**src/rtl/core/qtt_pkg.sv**
```systemverilog
`default_nettype none

package qtt_pkg;

  // field widths fixed by the interface
  localparam int KIND_W    = 2;
  localparam int OP_W      = 2;
  localparam int TID_W     = 16;
  localparam int NOW_W     = 32;
  localparam int STATUS_W  = 3;
  localparam int CNT_W     = 2;
  localparam int QUORUM_W  = 2;
  localparam int TIMEOUT_W = 8;

  // configuration port
  localparam int CFG_IDX_W  = 1;
  localparam int CFG_DATA_W = 8;
  localparam logic [CFG_IDX_W-1:0] CFG_QUORUM  = 1'b0;
  localparam logic [CFG_IDX_W-1:0] CFG_TIMEOUT = 1'b1;
  localparam logic [QUORUM_W-1:0]  QUORUM_RESET  = 2'd2;
  localparam logic [TIMEOUT_W-1:0] TIMEOUT_RESET = 8'd5;

  // request kinds
  localparam logic [KIND_W-1:0] KIND_OPEN  = 2'd0;
  localparam logic [KIND_W-1:0] KIND_REPLY = 2'd1;
  localparam logic [KIND_W-1:0] KIND_SWEEP = 2'd2;
  localparam logic [KIND_W-1:0] KIND_NONE  = 2'd3;

  // result codes
  localparam logic [STATUS_W-1:0] ST_OPENED  = 3'd0;
  localparam logic [STATUS_W-1:0] ST_SUCCESS = 3'd1;
  localparam logic [STATUS_W-1:0] ST_FAIL    = 3'd2;
  localparam logic [STATUS_W-1:0] ST_TIMEOUT = 3'd3;
  localparam logic [STATUS_W-1:0] ST_FULL    = 3'd4;

  localparam logic [CNT_W-1:0] CNT_MAX = 2'd3;

  // sweep result limit
  localparam int MAX_RESULTS = 16;
  localparam int FOUND_W     = $clog2(MAX_RESULTS + 1);

  // slot index reduction for non power of two slot counts
  localparam int RED_BITS   = 4;
  localparam int RED_STEPS  = TID_W / RED_BITS;
  localparam int RED_CNT_W  = $clog2(RED_STEPS + 1);

  // command queue between front and back
  localparam int QUEUE_DEPTH = 2;
  localparam int QPTR_W      = $clog2(QUEUE_DEPTH);
  localparam int QCNT_W      = $clog2(QUEUE_DEPTH + 1);

  typedef struct packed {
    logic [KIND_W-1:0] kind;
    logic [OP_W-1:0]   op;
    logic [TID_W-1:0]  tid;
    logic              ok;
    logic [NOW_W-1:0]  now;
  } cmd_t;

  typedef struct packed {
    logic [STATUS_W-1:0] status;
    logic [TID_W-1:0]    id;
    logic [OP_W-1:0]     op;
    logic                last;
  } res_t;

  typedef struct packed {
    logic [TID_W-1:0] number;
    logic [OP_W-1:0]  op;
    logic [CNT_W-1:0] ok_cnt;
    logic [CNT_W-1:0] fail_cnt;
    logic [NOW_W-1:0] started;
  } entry_t;

  typedef struct packed {
    logic [QUORUM_W-1:0]  quorum;
    logic [TIMEOUT_W-1:0] timeout;
  } cfg_t;

  typedef enum logic [2:0] {
    B_IDLE,
    B_REPLY,
    B_SW_RD,
    B_SW_EV,
    B_SW_END
  } back_state_t;

endpackage

`default_nettype wire

```
**src/rtl/core/quorum_transaction_tracker.sv**
```systemverilog
// channel  | direction | handshake           | payload
// ---------+-----------+---------------------+-------------------------------------------
// in       | input     | in_valid/in_ready   | kind, op_type, trans_id, reply_ok, now
// out      | output    | out_valid/out_ready | status, result_id, result_op, last
// cfg      | input     | cfg_we, no wait     | cfg_index selects quorum or timeout
//
// an open result passes the front register and the queue and is written to the back's result
// register; a reply is a slot memory read then its write-back or its result, after the front's
// remainder reduction when SLOTS is not a power of two; a sweep is the pop, one memory read and
// one check per slot up to the last slot or MAX_RESULTS timeouts, and a closing state
// the front takes a new item in the same cycle it hands one to the queue
// synchronous active-low reset; slot contents are not cleared, only the valid bits
// a full result register stalls the back, a full queue stalls the front and in_ready
`default_nettype none

module quorum_transaction_tracker
  import qtt_pkg::*;
#(
  parameter int SLOTS = 16
) (
  input  wire logic                  clk,
  input  wire logic                  rst_n,
  // request channel
  input  wire logic                  in_valid,
  output logic                       in_ready,
  input  wire logic [KIND_W-1:0]     in_kind,
  input  wire logic [OP_W-1:0]       in_op_type,
  input  wire logic [TID_W-1:0]      in_trans_id,
  input  wire logic                  in_reply_ok,
  input  wire logic [NOW_W-1:0]      in_now,
  // result channel
  output logic                       out_valid,
  input  wire logic                  out_ready,
  output logic [STATUS_W-1:0]        out_status,
  output logic [TID_W-1:0]           out_result_id,
  output logic [OP_W-1:0]            out_result_op,
  output logic                       out_last,
  // configuration writes
  input  wire logic                  cfg_we,
  input  wire logic [CFG_IDX_W-1:0]  cfg_index,
  input  wire logic [CFG_DATA_W-1:0] cfg_data
);

  localparam int IDX_W = $clog2(SLOTS);

  // configuration registers
  cfg_t cfg_r;

  // front to queue
  logic             f_push_valid;
  logic             f_push_ready;
  cmd_t             f_cmd;
  logic [IDX_W-1:0] f_slot;

  // queue to back
  logic             q_valid;
  logic             q_pop;
  cmd_t             q_cmd;
  logic [IDX_W-1:0] q_slot;

  res_t             res;

  always_ff @(posedge clk) begin
    if (!rst_n) begin
      cfg_r.quorum  <= QUORUM_RESET;
      cfg_r.timeout <= TIMEOUT_RESET;
    end else if (cfg_we) begin
      unique case (cfg_index)
        CFG_QUORUM:  cfg_r.quorum  <= cfg_data[QUORUM_W-1:0];
        CFG_TIMEOUT: cfg_r.timeout <= cfg_data[TIMEOUT_W-1:0];
        default:     cfg_r         <= cfg_r;
      endcase
    end
  end

  // front: takes each transfer, drops the unused kind, works out the reply slot
  qtt_front #(
    .SLOTS (SLOTS)
  ) u_front (
    .clk         (clk),
    .rst_n       (rst_n),
    .in_valid    (in_valid),
    .in_ready    (in_ready),
    .in_kind     (in_kind),
    .in_op_type  (in_op_type),
    .in_trans_id (in_trans_id),
    .in_reply_ok (in_reply_ok),
    .in_now      (in_now),
    .push_valid  (f_push_valid),
    .push_ready  (f_push_ready),
    .push_cmd    (f_cmd),
    .push_slot   (f_slot)
  );

  // short command queue so front and back stall independently
  qtt_queue #(
    .IDX_W (IDX_W)
  ) u_queue (
    .clk        (clk),
    .rst_n      (rst_n),
    .push_valid (f_push_valid),
    .push_ready (f_push_ready),
    .push_cmd   (f_cmd),
    .push_slot  (f_slot),
    .pop_valid  (q_valid),
    .pop        (q_pop),
    .pop_cmd    (q_cmd),
    .pop_slot   (q_slot)
  );

  // back: slot table, numbering, quorum counting, sweep walk and result register
  qtt_back #(
    .SLOTS (SLOTS)
  ) u_back (
    .clk       (clk),
    .rst_n     (rst_n),
    .cfg       (cfg_r),
    .q_valid   (q_valid),
    .q_pop     (q_pop),
    .q_cmd     (q_cmd),
    .q_slot    (q_slot),
    .res_valid (out_valid),
    .res_ready (out_ready),
    .res       (res)
  );

  assign out_status    = res.status;
  assign out_result_id = res.id;
  assign out_result_op = res.op;
  assign out_last      = res.last;

`ifndef ASSERT_OFF
  // the back only pops a command that is there
  a_pop_nonempty: assert property (@(posedge clk) disable iff (!rst_n)
    q_pop |-> q_valid)
    else $error("back popped an empty queue");

  // only sweep results can be followed by more results of the same request
  a_not_last_is_timeout: assert property (@(posedge clk) disable iff (!rst_n)
    (out_valid && !out_last) |-> (out_status == ST_TIMEOUT))
    else $error("non-final result that is not a timeout");

  // nothing is offered in the first cycle after reset is released
  a_reset_quiet: assert property (@(posedge clk)
    (rst_n && $past(!rst_n)) |-> !out_valid)
    else $error("result valid right after reset");
`endif

endmodule

`default_nettype wire

```
**src/rtl/core/qtt_ram.sv**
```systemverilog
`default_nettype none

module qtt_ram #(
  parameter int WIDTH = 8,
  parameter int DEPTH = 16
) (
  input  wire logic                     clk,
  input  wire logic                     wr_en,
  input  wire logic [$clog2(DEPTH)-1:0] wr_addr,
  input  wire logic [WIDTH-1:0]         wr_data,
  input  wire logic [$clog2(DEPTH)-1:0] rd_addr,
  output logic      [WIDTH-1:0]         rd_data
);

  logic [WIDTH-1:0] mem [DEPTH];

  always_ff @(posedge clk) begin
    if (wr_en) begin
      mem[wr_addr] <= wr_data;
    end
    rd_data <= mem[rd_addr];
  end

endmodule

`default_nettype wire

```
**src/rtl/core/qtt_front.sv**
```systemverilog
`default_nettype none

module qtt_front
  import qtt_pkg::*;
#(
  parameter int SLOTS = 16
) (
  input  wire logic                     clk,
  input  wire logic                     rst_n,
  input  wire logic                     in_valid,
  output logic                          in_ready,
  input  wire logic [KIND_W-1:0]        in_kind,
  input  wire logic [OP_W-1:0]          in_op_type,
  input  wire logic [TID_W-1:0]         in_trans_id,
  input  wire logic                     in_reply_ok,
  input  wire logic [NOW_W-1:0]         in_now,
  output logic                          push_valid,
  input  wire logic                     push_ready,
  output cmd_t                          push_cmd,
  output logic [$clog2(SLOTS)-1:0]      push_slot
);

  localparam int  IDX_W = $clog2(SLOTS);
  localparam bit  POW2  = (SLOTS & (SLOTS - 1)) == 0;

  logic             hold_v_r;
  cmd_t             hold_r;
  logic             done;
  logic [IDX_W-1:0] slot;
  logic             accept;
  logic             load;
  logic             push;

  assign push       = hold_v_r && done && push_ready;
  assign in_ready   = !hold_v_r || push;
  assign accept     = in_valid && in_ready;
  // unused request code is dropped here
  assign load       = accept && (in_kind != KIND_NONE);
  assign push_valid = hold_v_r && done;
  assign push_cmd   = hold_r;
  assign push_slot  = slot;

  always_ff @(posedge clk) begin
    if (!rst_n) begin
      hold_v_r <= 1'b0;
    end else if (accept) begin
      hold_v_r <= load;
    end else if (push) begin
      hold_v_r <= 1'b0;
    end
  end

  always_ff @(posedge clk) begin
    if (load) begin
      hold_r <= '{kind: in_kind, op: in_op_type, tid: in_trans_id,
                  ok: in_reply_ok, now: in_now};
    end
  end

  generate
    if (POW2) begin : g_mask
      assign slot = hold_r.tid[IDX_W-1:0];
      assign done = 1'b1;
    end else begin : g_reduce
      // remainder by slot count, RED_BITS bits of the id per step
      logic [IDX_W-1:0]     rem_r;
      logic [IDX_W-1:0]     rem_nxt;
      logic [TID_W-1:0]     sh_r;
      logic [RED_CNT_W-1:0] cnt_r;

      always_comb begin
        logic [IDX_W:0]   t;
        logic [IDX_W-1:0] r;
        r = rem_r;
        t = '0;
        for (int i = 0; i < RED_BITS; i++) begin
          t = {r, sh_r[TID_W-1-i]};
          if (t >= (IDX_W+1)'(SLOTS)) begin
            t = t - (IDX_W+1)'(SLOTS);
          end
          r = t[IDX_W-1:0];
        end
        rem_nxt = r;
      end

      always_ff @(posedge clk) begin
        if (!rst_n) begin
          cnt_r <= RED_CNT_W'(RED_STEPS);
        end else if (load) begin
          cnt_r <= '0;
        end else if (cnt_r != RED_CNT_W'(RED_STEPS)) begin
          cnt_r <= cnt_r + RED_CNT_W'(1);
        end
      end

      always_ff @(posedge clk) begin
        if (load) begin
          rem_r <= '0;
          sh_r  <= in_trans_id;
        end else if (cnt_r != RED_CNT_W'(RED_STEPS)) begin
          rem_r <= rem_nxt;
          sh_r  <= sh_r << RED_BITS;
        end
      end

      assign slot = rem_r;
      assign done = (cnt_r == RED_CNT_W'(RED_STEPS)) || (hold_r.kind != KIND_REPLY);
    end
  endgenerate

endmodule

`default_nettype wire

```
**src/rtl/core/qtt_queue.sv**
```systemverilog
`default_nettype none

module qtt_queue
  import qtt_pkg::*;
#(
  parameter int IDX_W = 4
) (
  input  wire logic             clk,
  input  wire logic             rst_n,
  input  wire logic             push_valid,
  output logic                  push_ready,
  input  wire cmd_t             push_cmd,
  input  wire logic [IDX_W-1:0] push_slot,
  output logic                  pop_valid,
  input  wire logic             pop,
  output cmd_t                  pop_cmd,
  output logic [IDX_W-1:0]      pop_slot
);

  cmd_t             cmd_q  [QUEUE_DEPTH];
  logic [IDX_W-1:0] slot_q [QUEUE_DEPTH];
  logic [QPTR_W-1:0] wr_ptr_r;
  logic [QPTR_W-1:0] rd_ptr_r;
  logic [QCNT_W-1:0] cnt_r;
  logic              do_push;
  logic              do_pop;

  assign push_ready = cnt_r != QCNT_W'(QUEUE_DEPTH);
  assign pop_valid  = cnt_r != '0;
  assign do_push    = push_valid && push_ready;
  assign do_pop     = pop && pop_valid;
  assign pop_cmd    = cmd_q[rd_ptr_r];
  assign pop_slot   = slot_q[rd_ptr_r];

  always_ff @(posedge clk) begin
    if (!rst_n) begin
      wr_ptr_r <= '0;
      rd_ptr_r <= '0;
      cnt_r    <= '0;
    end else begin
      if (do_push) begin
        wr_ptr_r <= wr_ptr_r + QPTR_W'(1);
      end
      if (do_pop) begin
        rd_ptr_r <= rd_ptr_r + QPTR_W'(1);
      end
      if (do_push && !do_pop) begin
        cnt_r <= cnt_r + QCNT_W'(1);
      end else if (do_pop && !do_push) begin
        cnt_r <= cnt_r - QCNT_W'(1);
      end
    end
  end

  always_ff @(posedge clk) begin
    if (do_push) begin
      cmd_q[wr_ptr_r]  <= push_cmd;
      slot_q[wr_ptr_r] <= push_slot;
    end
  end

endmodule

`default_nettype wire

```
**src/rtl/core/qtt_back.sv**
```systemverilog
`default_nettype none

module qtt_back
  import qtt_pkg::*;
#(
  parameter int SLOTS = 16
) (
  input  wire logic                     clk,
  input  wire logic                     rst_n,
  input  wire cfg_t                     cfg,
  input  wire logic                     q_valid,
  output logic                          q_pop,
  input  wire cmd_t                     q_cmd,
  input  wire logic [$clog2(SLOTS)-1:0] q_slot,
  output logic                          res_valid,
  input  wire logic                     res_ready,
  output res_t                          res
);

  localparam int IDX_W   = $clog2(SLOTS);
  localparam int ENTRY_W = $bits(entry_t);

  back_state_t      state_r, state_nxt;
  logic [TID_W-1:0] next_num_r, next_num_nxt;
  logic [IDX_W-1:0] cand_slot_r, cand_slot_nxt;
  logic [SLOTS-1:0] valid_r, valid_nxt;
  cmd_t             cur_r, cur_nxt;
  logic [IDX_W-1:0] cur_slot_r, cur_slot_nxt;
  logic [IDX_W-1:0] scan_r, scan_nxt;
  logic [FOUND_W-1:0] found_r, found_nxt;
  logic             pend_v_r, pend_v_nxt;
  logic [TID_W-1:0] pend_id_r, pend_id_nxt;
  logic [OP_W-1:0]  pend_op_r, pend_op_nxt;
  logic             out_v_r, out_v_nxt;
  res_t             out_r, out_nxt;

  logic             ram_we;
  logic [IDX_W-1:0] ram_wr_addr;
  entry_t           ram_wr_entry;
  logic [IDX_W-1:0] ram_rd_addr;
  logic [ENTRY_W-1:0] ram_rd_data;
  entry_t           rd_entry;

  logic [TID_W-1:0]    cand_num;
  logic [QUORUM_W-1:0] q_eff;
  logic                out_free;
  logic                hit;
  logic [CNT_W-1:0]    ok_new;
  logic [CNT_W-1:0]    fail_new;
  logic                settle_ok;
  logic                settle_fail;
  logic [NOW_W-1:0]    age;
  logic                expired;
  logic                sw_stall;
  logic [FOUND_W-1:0]  found_inc;
  logic                sw_done;

  qtt_ram #(
    .WIDTH (ENTRY_W),
    .DEPTH (SLOTS)
  ) u_slots (
    .clk     (clk),
    .wr_en   (ram_we),
    .wr_addr (ram_wr_addr),
    .wr_data (ram_wr_entry),
    .rd_addr (ram_rd_addr),
    .rd_data (ram_rd_data)
  );

  assign rd_entry = entry_t'(ram_rd_data);

  // shared conditions
  always_comb begin
    cand_num    = next_num_r + TID_W'(1);
    q_eff       = (cfg.quorum == '0) ? QUORUM_W'(1) : cfg.quorum;
    out_free    = !out_v_r || res_ready;
    hit         = valid_r[cur_slot_r] && (rd_entry.number == cur_r.tid);
    ok_new      = rd_entry.ok_cnt;
    fail_new    = rd_entry.fail_cnt;
    if (cur_r.ok) begin
      if (rd_entry.ok_cnt != CNT_MAX) begin
        ok_new = rd_entry.ok_cnt + CNT_W'(1);
      end
    end else begin
      if (rd_entry.fail_cnt != CNT_MAX) begin
        fail_new = rd_entry.fail_cnt + CNT_W'(1);
      end
    end
    settle_ok   = ok_new >= q_eff;
    settle_fail = fail_new >= q_eff;
    age         = cur_r.now - rd_entry.started;
    expired     = valid_r[scan_r] && (age > NOW_W'(cfg.timeout));
    sw_stall    = expired && pend_v_r && !out_free;
    found_inc   = found_r + FOUND_W'(1);
    sw_done     = (expired && (found_inc == FOUND_W'(MAX_RESULTS)))
                  || (scan_r == IDX_W'(SLOTS - 1));
  end

  // next state
  always_comb begin
    state_nxt = state_r;
    unique case (state_r)
      B_IDLE: begin
        if (q_valid) begin
          unique case (q_cmd.kind)
            KIND_REPLY: state_nxt = B_REPLY;
            KIND_SWEEP: state_nxt = B_SW_RD;
            default:    state_nxt = B_IDLE;
          endcase
        end
      end
      B_REPLY: begin
        if (!hit || !(settle_ok || settle_fail) || out_free) begin
          state_nxt = B_IDLE;
        end
      end
      B_SW_RD: state_nxt = B_SW_EV;
      B_SW_EV: begin
        if (!sw_stall) begin
          state_nxt = sw_done ? B_SW_END : B_SW_RD;
        end
      end
      B_SW_END: begin
        if (!pend_v_r || out_free) begin
          state_nxt = B_IDLE;
        end
      end
      default: state_nxt = B_IDLE;
    endcase
  end

  // actions
  always_comb begin
    q_pop         = 1'b0;
    ram_we        = 1'b0;
    ram_wr_addr   = cand_slot_r;
    ram_wr_entry  = '{number: cand_num, op: q_cmd.op, ok_cnt: '0, fail_cnt: '0,
                      started: q_cmd.now};
    ram_rd_addr   = scan_r;
    next_num_nxt  = next_num_r;
    cand_slot_nxt = cand_slot_r;
    valid_nxt     = valid_r;
    cur_nxt       = cur_r;
    cur_slot_nxt  = cur_slot_r;
    scan_nxt      = scan_r;
    found_nxt     = found_r;
    pend_v_nxt    = pend_v_r;
    pend_id_nxt   = pend_id_r;
    pend_op_nxt   = pend_op_r;
    out_v_nxt     = out_v_r && !res_ready;
    out_nxt       = out_r;

    unique case (state_r)
      B_IDLE: begin
        ram_rd_addr = q_slot;
        if (q_valid) begin
          unique case (q_cmd.kind)
            KIND_OPEN: begin
              if (out_free) begin
                q_pop     = 1'b1;
                out_v_nxt = 1'b1;
                if (valid_r[cand_slot_r]) begin
                  out_nxt = '{status: ST_FULL, id: cand_num, op: q_cmd.op, last: 1'b1};
                end else begin
                  out_nxt = '{status: ST_OPENED, id: cand_num, op: q_cmd.op, last: 1'b1};
                  ram_we  = 1'b1;
                  valid_nxt[cand_slot_r] = 1'b1;
                  next_num_nxt = cand_num;
                  if (cand_num == '1 || cand_slot_r == IDX_W'(SLOTS - 1)) begin
                    cand_slot_nxt = '0;
                  end else begin
                    cand_slot_nxt = cand_slot_r + IDX_W'(1);
                  end
                end
              end
            end
            KIND_REPLY: begin
              q_pop        = 1'b1;
              cur_nxt      = q_cmd;
              cur_slot_nxt = q_slot;
            end
            KIND_SWEEP: begin
              q_pop      = 1'b1;
              cur_nxt    = q_cmd;
              scan_nxt   = '0;
              found_nxt  = '0;
              pend_v_nxt = 1'b0;
            end
            default: q_pop = 1'b1;
          endcase
        end
      end
      B_REPLY: begin
        ram_rd_addr  = cur_slot_r;
        ram_wr_addr  = cur_slot_r;
        ram_wr_entry = '{number: rd_entry.number, op: rd_entry.op, ok_cnt: ok_new,
                         fail_cnt: fail_new, started: rd_entry.started};
        if (hit) begin
          if (settle_ok || settle_fail) begin
            if (out_free) begin
              // success is checked before failure
              out_v_nxt = 1'b1;
              out_nxt   = '{status: settle_ok ? ST_SUCCESS : ST_FAIL,
                            id: cur_r.tid, op: rd_entry.op, last: 1'b1};
              valid_nxt[cur_slot_r] = 1'b0;
            end
          end else begin
            ram_we = 1'b1;
          end
        end
      end
      B_SW_RD: begin
        ram_rd_addr = scan_r;
      end
      B_SW_EV: begin
        ram_rd_addr = scan_r;
        if (!sw_stall) begin
          if (expired) begin
            if (pend_v_r) begin
              out_v_nxt = 1'b1;
              out_nxt   = '{status: ST_TIMEOUT, id: pend_id_r, op: pend_op_r, last: 1'b0};
            end
            pend_v_nxt  = 1'b1;
            pend_id_nxt = rd_entry.number;
            pend_op_nxt = rd_entry.op;
            found_nxt   = found_inc;
            valid_nxt[scan_r] = 1'b0;
          end
          if (!sw_done) begin
            scan_nxt = scan_r + IDX_W'(1);
          end
        end
      end
      B_SW_END: begin
        if (pend_v_r && out_free) begin
          out_v_nxt  = 1'b1;
          out_nxt    = '{status: ST_TIMEOUT, id: pend_id_r, op: pend_op_r, last: 1'b1};
          pend_v_nxt = 1'b0;
        end
      end
      default: begin
      end
    endcase
  end

  always_ff @(posedge clk) begin
    if (!rst_n) begin
      state_r     <= B_IDLE;
      next_num_r  <= '0;
      cand_slot_r <= IDX_W'(1);
      valid_r     <= '0;
      pend_v_r    <= 1'b0;
      out_v_r     <= 1'b0;
    end else begin
      state_r     <= state_nxt;
      next_num_r  <= next_num_nxt;
      cand_slot_r <= cand_slot_nxt;
      valid_r     <= valid_nxt;
      pend_v_r    <= pend_v_nxt;
      out_v_r     <= out_v_nxt;
    end
  end

  always_ff @(posedge clk) begin
    cur_r      <= cur_nxt;
    cur_slot_r <= cur_slot_nxt;
    scan_r     <= scan_nxt;
    found_r    <= found_nxt;
    pend_id_r  <= pend_id_nxt;
    pend_op_r  <= pend_op_nxt;
    out_r      <= out_nxt;
  end

  assign res_valid = out_v_r;
  assign res       = out_r;

endmodule

`default_nettype wire
```
**config.mk**
```make
export PLATFORM = sky130hd
export DESIGN_NAME = quorum_transaction_tracker
export DESIGN_NICKNAME = d
export VERILOG_FILES = /design/src/rtl/core/qtt_pkg.sv /design/src/rtl/core/quorum_transaction_tracker.sv /design/src/rtl/core/qtt_ram.sv /design/src/rtl/core/qtt_front.sv /design/src/rtl/core/qtt_queue.sv /design/src/rtl/core/qtt_back.sv
export SDC_FILE = /design/constraint.sdc
export NUM_CORES = 2
export LEC_CHECK = 0
export ABC_AREA = 1
export BUFFER_PORTS_ARGS = -buffer_cell sky130_fd_sc_hd__buf_2
export CAP_MARGIN = 20
export CORE_ASPECT_RATIO = 0.7
export CORE_MARGIN = 2
export CORE_UTILIZATION = 30
export DETAILED_ROUTE_END_ITERATION = 16
export GPL_ROUTABILITY_DRIVEN = 0
export PLACE_DENSITY_LB_ADDON = 0.3
export SLEW_MARGIN = 0
export SYNTH_ARGS = -nofsm -noshare
export SYNTH_HDL_FRONTEND = slang
export SYNTH_HIERARCHICAL = 1
export SYNTH_SLANG_ARGS = --single-unit
export TNS_END_PERCENT = 100
```
**constraint.sdc**
```tcl
create_clock -name clk -period 5.1 [get_ports clk]
set_input_delay 1.275 -clock clk [delete_from_list [all_inputs] [get_ports clk]]
set_output_delay 1.275 -clock clk [all_outputs]
set_load 0.05 [all_outputs]
```
# Yosys cells after proc, flatten, opt, wreduce, memory -nomap -nowiden
# Memory sizes are Yosys's and may differ from the RTL's. A register that Yosys moved wholly into a read port is not among the register bits.
# Cells that the tools add are included.
[classes] shifts=0 n_addsub=11 n_mux=100 reduce_logical=56 n_div=0 n_mul=0 n_eq_ne=30 n_lt_le_gt_ge=9 n_bitwise=8
[ops] operator="$mux 22" n=11
[ops] operator="$mux 16" n=9
[ops] operator="$pmux 22 s4" n=1
[ops] operator="$mux 54" n=1
[ops] operator="$pmux 16 s3" n=1
[ops] operator="$mux 1" n=40
[ops] operator="$and 16x16->16" n=2
[ops] operator="$gt 32x8->1" n=1
[ops] operator="$not 16->16" n=2
[ops] operator="$sub 32x32->32" n=1
[ops] operator="$mux 4" n=6
[ops] operator="$mux 5" n=4
[ops] operator="$ne 2x1->1 const B" n=10
[ops] operator="$ne 2x2->1 const B" n=9
[ops] operator="$add 16x1->16 const B" n=1
[ops] operator="$eq 16x16->1" n=1
[ops] operator="$eq 16x16->1 const B" n=1
[ops] operator="$logic_and 1x1->1" n=16
[ops] operator="$mux 2" n=8
[ops] operator="$or 16x16->16" n=1
[ops] operator="$pmux 4 s2" n=2
[ops] operator="$lt 4x5->1 const B" n=3
[ops] operator="$mux 3" n=5
[ops] operator="$pmux 3 s5" n=1
[ops] operator="other kinds (37)" n=77
[totals] mem_bits_ro=0 regBits=211 ramBits=978 latch_bits=0 word_cells=246 in_bits=67 mem_count=3 out_inout_bits=24
[memory_table] name="u_back.u_slots.mem" words=16 word_bits=54 rd=1 rd_clocked_by_memory_dff=1 wr=1 line="qtt_ram.sv:15" rtl="logic [WIDTH-1:0] mem [DEPTH];"
[memory_table] name="u_queue.cmd_q" words=2 word_bits=53 rd=1 rd_clocked_by_memory_dff=1 wr=1 line="qtt_queue.sv:20" rtl="cmd_t cmd_q [QUEUE_DEPTH];"
[memory_table] name="u_queue.slot_q" words=2 word_bits=4 rd=1 rd_clocked_by_memory_dff=1 wr=1 line="qtt_queue.sv:21" rtl="logic [IDX_W-1:0] slot_q [QUEUE_DEPTH];"

# Depth between registers and ports, before layout
[depth] word_depth=10 mapped_depth=30 mapped_depth_nobuf=29

# Modules after synthesis
# Netlist, hierarchy kept.
[modules_own_cells] module="qtt_ram" seq_area_each_um2=27025.9 cells_per_inst=3555 n_inst=1 area_each_um2=38211.6
[modules_own_cells] module="qtt_back" seq_area_each_um2=3883.7 cells_per_inst=1493 n_inst=1 area_each_um2=10550.1
[modules_own_cells] module="qtt_queue" seq_area_each_um2=3523.4 cells_per_inst=214 n_inst=1 area_each_um2=4473.0
[modules_own_cells] module="qtt_front" seq_area_each_um2=1611.5 cells_per_inst=65 n_inst=1 area_each_um2=1676.6
[modules_own_cells] module="quorum_transaction_tracker" seq_area_each_um2=200.2 cells_per_inst=47 n_inst=1 area_each_um2=366.6

# Worst setup path before layout
# No wires, ideal clock.
[synth_timing] path_type="input to register" startpoint="input out_ready" endpoint="memory u_back/u_slots/mem[12][0] (netlist name), enable pin" setup_slack_ps=109 t_arrival_ps=4525 path_buffers=1 path_stages=7 setup_ps=466 required_time_ps=4634 cell_sequence="nor2_1 -> inv_1 -> nand3_1 -> clkbuf_1 -> o21ai_0 -> nand3_1 -> nor2_1"
[synth_between] elab_chain_len=7
[synth_lines] element="start, declared" line="quorum_transaction_tracker.sv:33" rtl="input wire logic out_ready,"
[synth_lines] element="$logic_or 1x1->1" line="qtt_back.sv:76" rtl="out_free = !out_v_r || res_ready;"
[synth_lines] element="$mux 1" line="qtt_back.sv:159" rtl="if (out_free) begin"
[synth_lines] element="$mux 1" line="qtt_back.sv:157" rtl="unique case (q_cmd.kind)"
[synth_lines] element="$mux 1" line="qtt_back.sv:156" rtl="if (q_valid) begin"
[synth_lines] element="$pmux 1 s2" line="qtt_back.sv:153" rtl="unique case (state_r)"
[synth_lines] element="net u_back.ram_we" line="qtt_back.sv:37" rtl="logic ram_we;"
[synth_lines] element="$mux 1" line="qtt_ram.sv:18" rtl="if (wr_en) begin"
[synth_lines] element="$mux 1 (implied by the code)" line="qtt_ram.sv:19" rtl="mem[wr_addr] <= wr_data;"
[synth_lines] element="end, declared" line="qtt_ram.sv:15"
# The timed path passes the listed nets, and every way through them passes these cells.

# Worst setup path after layout
[layout_timing] startpoint="register u_back.u_slots.rd_data[0] (read register of u_back.u_slots.mem)" endpoint="register u_back.out_r, in the netlist u_back/res[9], enable pin"
[layout_between] elab_chain_len=7 elab_cells_between_ends=8 classes_between="1 x add/sub; 1 x order compare; 2 x eq/ne; 4 x reduce/logical"
[layout_lines] element="start, declared" line="qtt_ram.sv:12" rtl="output logic [WIDTH-1:0] rd_data"
[layout_lines] element="$sub 32x32->32 (*)" line="qtt_back.sv:91" rtl="age = cur_r.now - rd_entry.started;"
[layout_lines] element="$gt 32x8->1 (*)" line="qtt_back.sv:92" rtl="expired = valid_r[scan_r] && (age > NOW_W'(cfg.timeout));"
[layout_lines] element="$logic_and 1x1->1 (*)" line="qtt_back.sv:92"
[layout_lines] element="$logic_and 1x1->1 (2 in series)" line="qtt_back.sv:93" rtl="sw_stall = expired && pend_v_r && !out_free;"
[layout_lines] element="$ne 2x2->1 (no line)"
[layout_lines] element="$reduce_and 11->1 (no line) (*)"
[layout_lines] element="end signal, assigned" line="qtt_back.sv:271" rtl="out_r <= out_nxt;"
[layout_lines] element="end, declared" line="qtt_back.sv:35" rtl="res_t out_r, out_nxt;"
# Every way passes the cells marked *; elsewhere a longest branch is shown, timed or not.
# A chain may end at the register's enable or synchronous reset.

==> key figures <==
Layout
  • Fill cell count: 18351
  • Final Non-Filler Cells: 8036
  • Fin area: 62600 um2
  • Final core utilization: 34.3%
  • Share of cells above drive strength 1: 8.95%
  • Register area: 36200 um2
  • Layout area overhead: 13.3%
  • NumNets Final: 5606
  • Multi-input gate area in the final layout: 14400 um2

STA
  • FMAX: 0.222 GHz
  • Crit share post-route: 88.1%
  • Setup violations, final: 0
  • RSZ-0062 raised after global routing: false
  • Worst clock skew: 26.2 ps
  • Worst Tran Pin Value: 1020 ps
  • Slew margin rel.: 31.6%
  • Worst setup margin: 604 ps
  • Fin crit period: 4500 ps
  • Final hold violation count: 0
  • Hold_ws: 445 ps
  • Slew Viols, Final: 0
  • Sum Neg Setup Slack: 0 ps

Hold path
  • Hold_sp: u_front/push_cmd[41]$_DFFE_PP_
  • Hold/Removal Path Class: reg -> reg

Synth
  • Syn Area/Cell: 10.3 um2
  • Top post-synthesis cells by count: 1556 x nand2_1, 1133 x edfxtp_1, 902 x inv_1, 719 x nand3_1, 182 x nor2_1
  • Syn_nets: 5502
  • Yosys cell types: 62
  • EDFF count, synth: 1133
  • Yosys top cell area share: 61.5%
  • Main synth FF type: edfxtp_1
  • Top cells by area in the synthesized netlist: edfxtp_1 62%, nand2_1 11%, nand3_1 6.5%, inv_1 6.1%, dfxtp_1 4.0%
  • Register area share after synthesis: 65.6%
  • Area leader, netlist: edfxtp_1
  • Post-synth ARST share: 0%
  • Post-Synthesis Cells: 5374
  • Cell with the most instances after synthesis: nand2_1
  • Syn. warnings: 6
  • Mapped Area: 55300 um2
  • Synth Register Bits: 1244

Floorplanning
  • Placeable Area: 183000 um2
  • Cell Rows: 131
  • # IOs: 91
  • Die X-Extent: 517 um
  • Die H: 363 um
  • Die area: 188000 um2
  • Initial Util: 30.3%

Placement
  • Placed Area: 58900 um2
  • Place WS: 725 ps
  • Detailed Place HPWL: 86800 um
  • DP Cell Count: 7820
  • Port bufs: 90

Global routing
  • First-pass GRT wire length: 225000 um
  • Vias in the first global route: 35110
  • Initial antenna violation count: 4
  • Largest net degree at the start of global routing: 133
  • Global route overflow: 0
  • Total GRT Usage: 15.8%

Routing
  • Residual DRC: 0
  • Final ANT Viol Nets: 0
  • Total wire length: 150000 um
  • Initial DRT Pass Iterations: 6
  • Vias per cell: 4.62
  • Initial detailed-routing violation count: 4236
  • Vias: 37100
  • Routed len/inst: 18.7 um

Critical path
  • R2R cell count: 23
  • Cells along the critical path: ha_1, fa_1, inv_1, nand2_1, nand2_1, and2_1, xor2_1, ha_1, nand2_1, nor2_1, nand4_1, nand2_1, nand2_1, nor2_1, nand3_1, nor2_1, nand3_1, nor2_1, nand2_2, nand4_4, nand2_4, nor2_2, buf_4
  • Critical Path AT: 4880 ps
  • Worst path depth: 23
  • Critical Path Sink: u_back/res[9]$_DFFE_PP_
  • CP max stage cell: fa_1
  • Crit path max-delay family: simple AND/OR/NAND/NOR gates
  • CP Launch Type: flip-flop
  • R2R Setup Slk: 600 ps
  • CP peak stage delay: 400 ps
  • R2r startpoint: u_back/u_slots/rd_data[0]$_DFF_P_
  • Crit path max fanout: 22
  • Most used cell, CP: nand2_1
  • Worst Path Required: 5490 ps
  • CP Capture Type: flip-flop
  • Critical path class: reg -> reg
  • Worst R2R End: u_back/res[9]$_DFFE_PP_
  • Crit path from: u_back/u_slots/rd_data[0]$_DFF_P_
  • Crit path buffers/inverters: 2

CTS
  • Post-CTS Repair Setup Buffers: 0
  • Post-CTS Resized: 0
  • Cts hold-fix bufs: 0
  • Clock buffer depth: 3
  • Later-pin clock latency in the skew report: 730 ps
  • Root Driver: clkbuf_16
  • Clock buffer count from CTS: 112
  • TritonCTS clock tree: done
  • CTS Sinks: 1244
  • H-tree depth: 3
  • CTS clk-pin slew, worst paths: 70 ps

Power
  • Power Density: 597 nW/um2
  • VDD IR max: 0.815 mV
  • Leakage: 25.8 nW
  • Final Power: 37.4 mW

Outcome
  • Status: finished clean

Job
  • # Max-Cap Violations: 0
[logic make-up after synthesis]
logic type | Yosys count | synth area share [%]
buffers and inverters | 1140 | 8.76
flip-flops | 1244 | 65.6
AO/OA/AOI/OAI | 306 | 3.10
adder cells (fa/ha/maj) | 61 | 1.39
multiplexers | 57 | 1.36
XOR/XNOR | 35 | 0.555
AND/OR/NAND/NOR | 2531 | 19.3
[layer usage]
layer	vias up	part of all wire, %	routed length, um	GRT usage, %
met5	-	0	0	0
met4	0	1.9	2860	3.33
met3	174	7.1	10600	2.64
met2	1203	43	64800	23.8
met1	17910	48	72100	23.8
li1	17813	-	-	-
[sequential cells by signal, indices dropped and copies added (netlist names), 10 cells and up, named ones only]
| name | count |
|---|---|
| u_back/pend_id_r | 16 |
| u_queue/cmd_q | 106 |
| u_back/res | 22 |
| u_back/u_slots/mem | 864 |
| u_back/valid_r | 16 |
| u_back/next_num_r | 16 |
| cfg_r | 10 |
| u_back/u_slots/rd_data | 54 |
| u_back/cur_r | 49 |
| u_front/push_cmd | 53 |
[how the worst min path moves through the flow]
| stage | to | slack (ps) | cells after the start |
|---|---|---|---|
| finish | u_queue/cmd_q[0][41]$_DFFE_PP_ | 440 | 0 |
| global route | u_queue/cmd_q[1][11]$_DFFE_PP_ | 460 | 0 |
| CTS | u_queue/cmd_q[1][11]$_DFFE_PP_ | 450 | 0 |
| detailed placement | u_queue/cmd_q[0][41]$_DFFE_PP_ | 430 | 0 |
| global placement | u_queue/cmd_q[0][47]$_DFFE_PP_ | 430 | 0 |
| floorplan | u_back/pend_op_r[0]$_DFFE_PP_ | 410 | 0 |
[layout by cell type, fill, tap and decap left out, types with 6 or more instances in the layout]
| cell type | count |
|---|---|
| nand3_1 | 719 |
| inv_1 | 901 |
| xnor2_1 | 22 |
| inv_2 | 6 |
| nor3_1 | 16 |
| nor2_1 | 161 |
| edfxtp_1 | 1133 |
| clkbuf_8 | 10 |
| nand4_1 | 20 |
| mux2_2 | 27 |
| mux2_4 | 30 |
| a32o_1 | 6 |
| xor2_1 | 13 |
| buf_4 | 90 |
| clkbuf_1 | 31 |
| clkinv_2 | 23 |
| a21oi_1 | 89 |
| buf_12 | 31 |
| ha_1 | 60 |
| clkinv_1 | 16 |
| o21ai_0 | 143 |
| nor2_4 | 21 |
| clkbuf_16 | 115 |
| o21ai_1 | 13 |
| nand3b_1 | 8 |
| a22oi_1 | 19 |
| nand2_1 | 1556 |
| o211ai_1 | 7 |
| bufinv_16 | 9 |
| buf_2 | 90 |
| dfxtp_1 | 110 |
[worst reg2reg max path, stage by stage, from the launching register on]
cell and delay, ps:
dfxtp_1 390, ha_1 260, fa_1 400, inv_1 150, nand2_1 70, nand2_1 80, and2_1 190, xor2_1 110
ha_1 280, nand2_1 40, nor2_1 160, nand4_1 110, nand2_1 170, nand2_1 90, nor2_1 110, nand3_1 160
nor2_1 130, nand3_1 70, nor2_1 200, nand2_2 180, nand4_4 140, nand2_4 140, nor2_2 140, buf_4 340
[report_power, final]
part	switching, mW	leakage (nW)	internal, mW
Clock	3.90	1.81	4.77
Combinational	10.9	12.7	4.30
Sequential	0.470	11.2	13.0
[layout make-up]
class / count / area share (%)
inverter: 916 / 5.54
clock inverter: 55 / 0.893
antenna: 1 / 0.00400
tap: 2460 / 4.91
sequential: 1244 / 57.9
clock buffer: 156 / 5.00
multi-input combinational: 2990 / 22.9
timing repair buffer: 214 / 2.84
(Power assumes the default switching activity.)
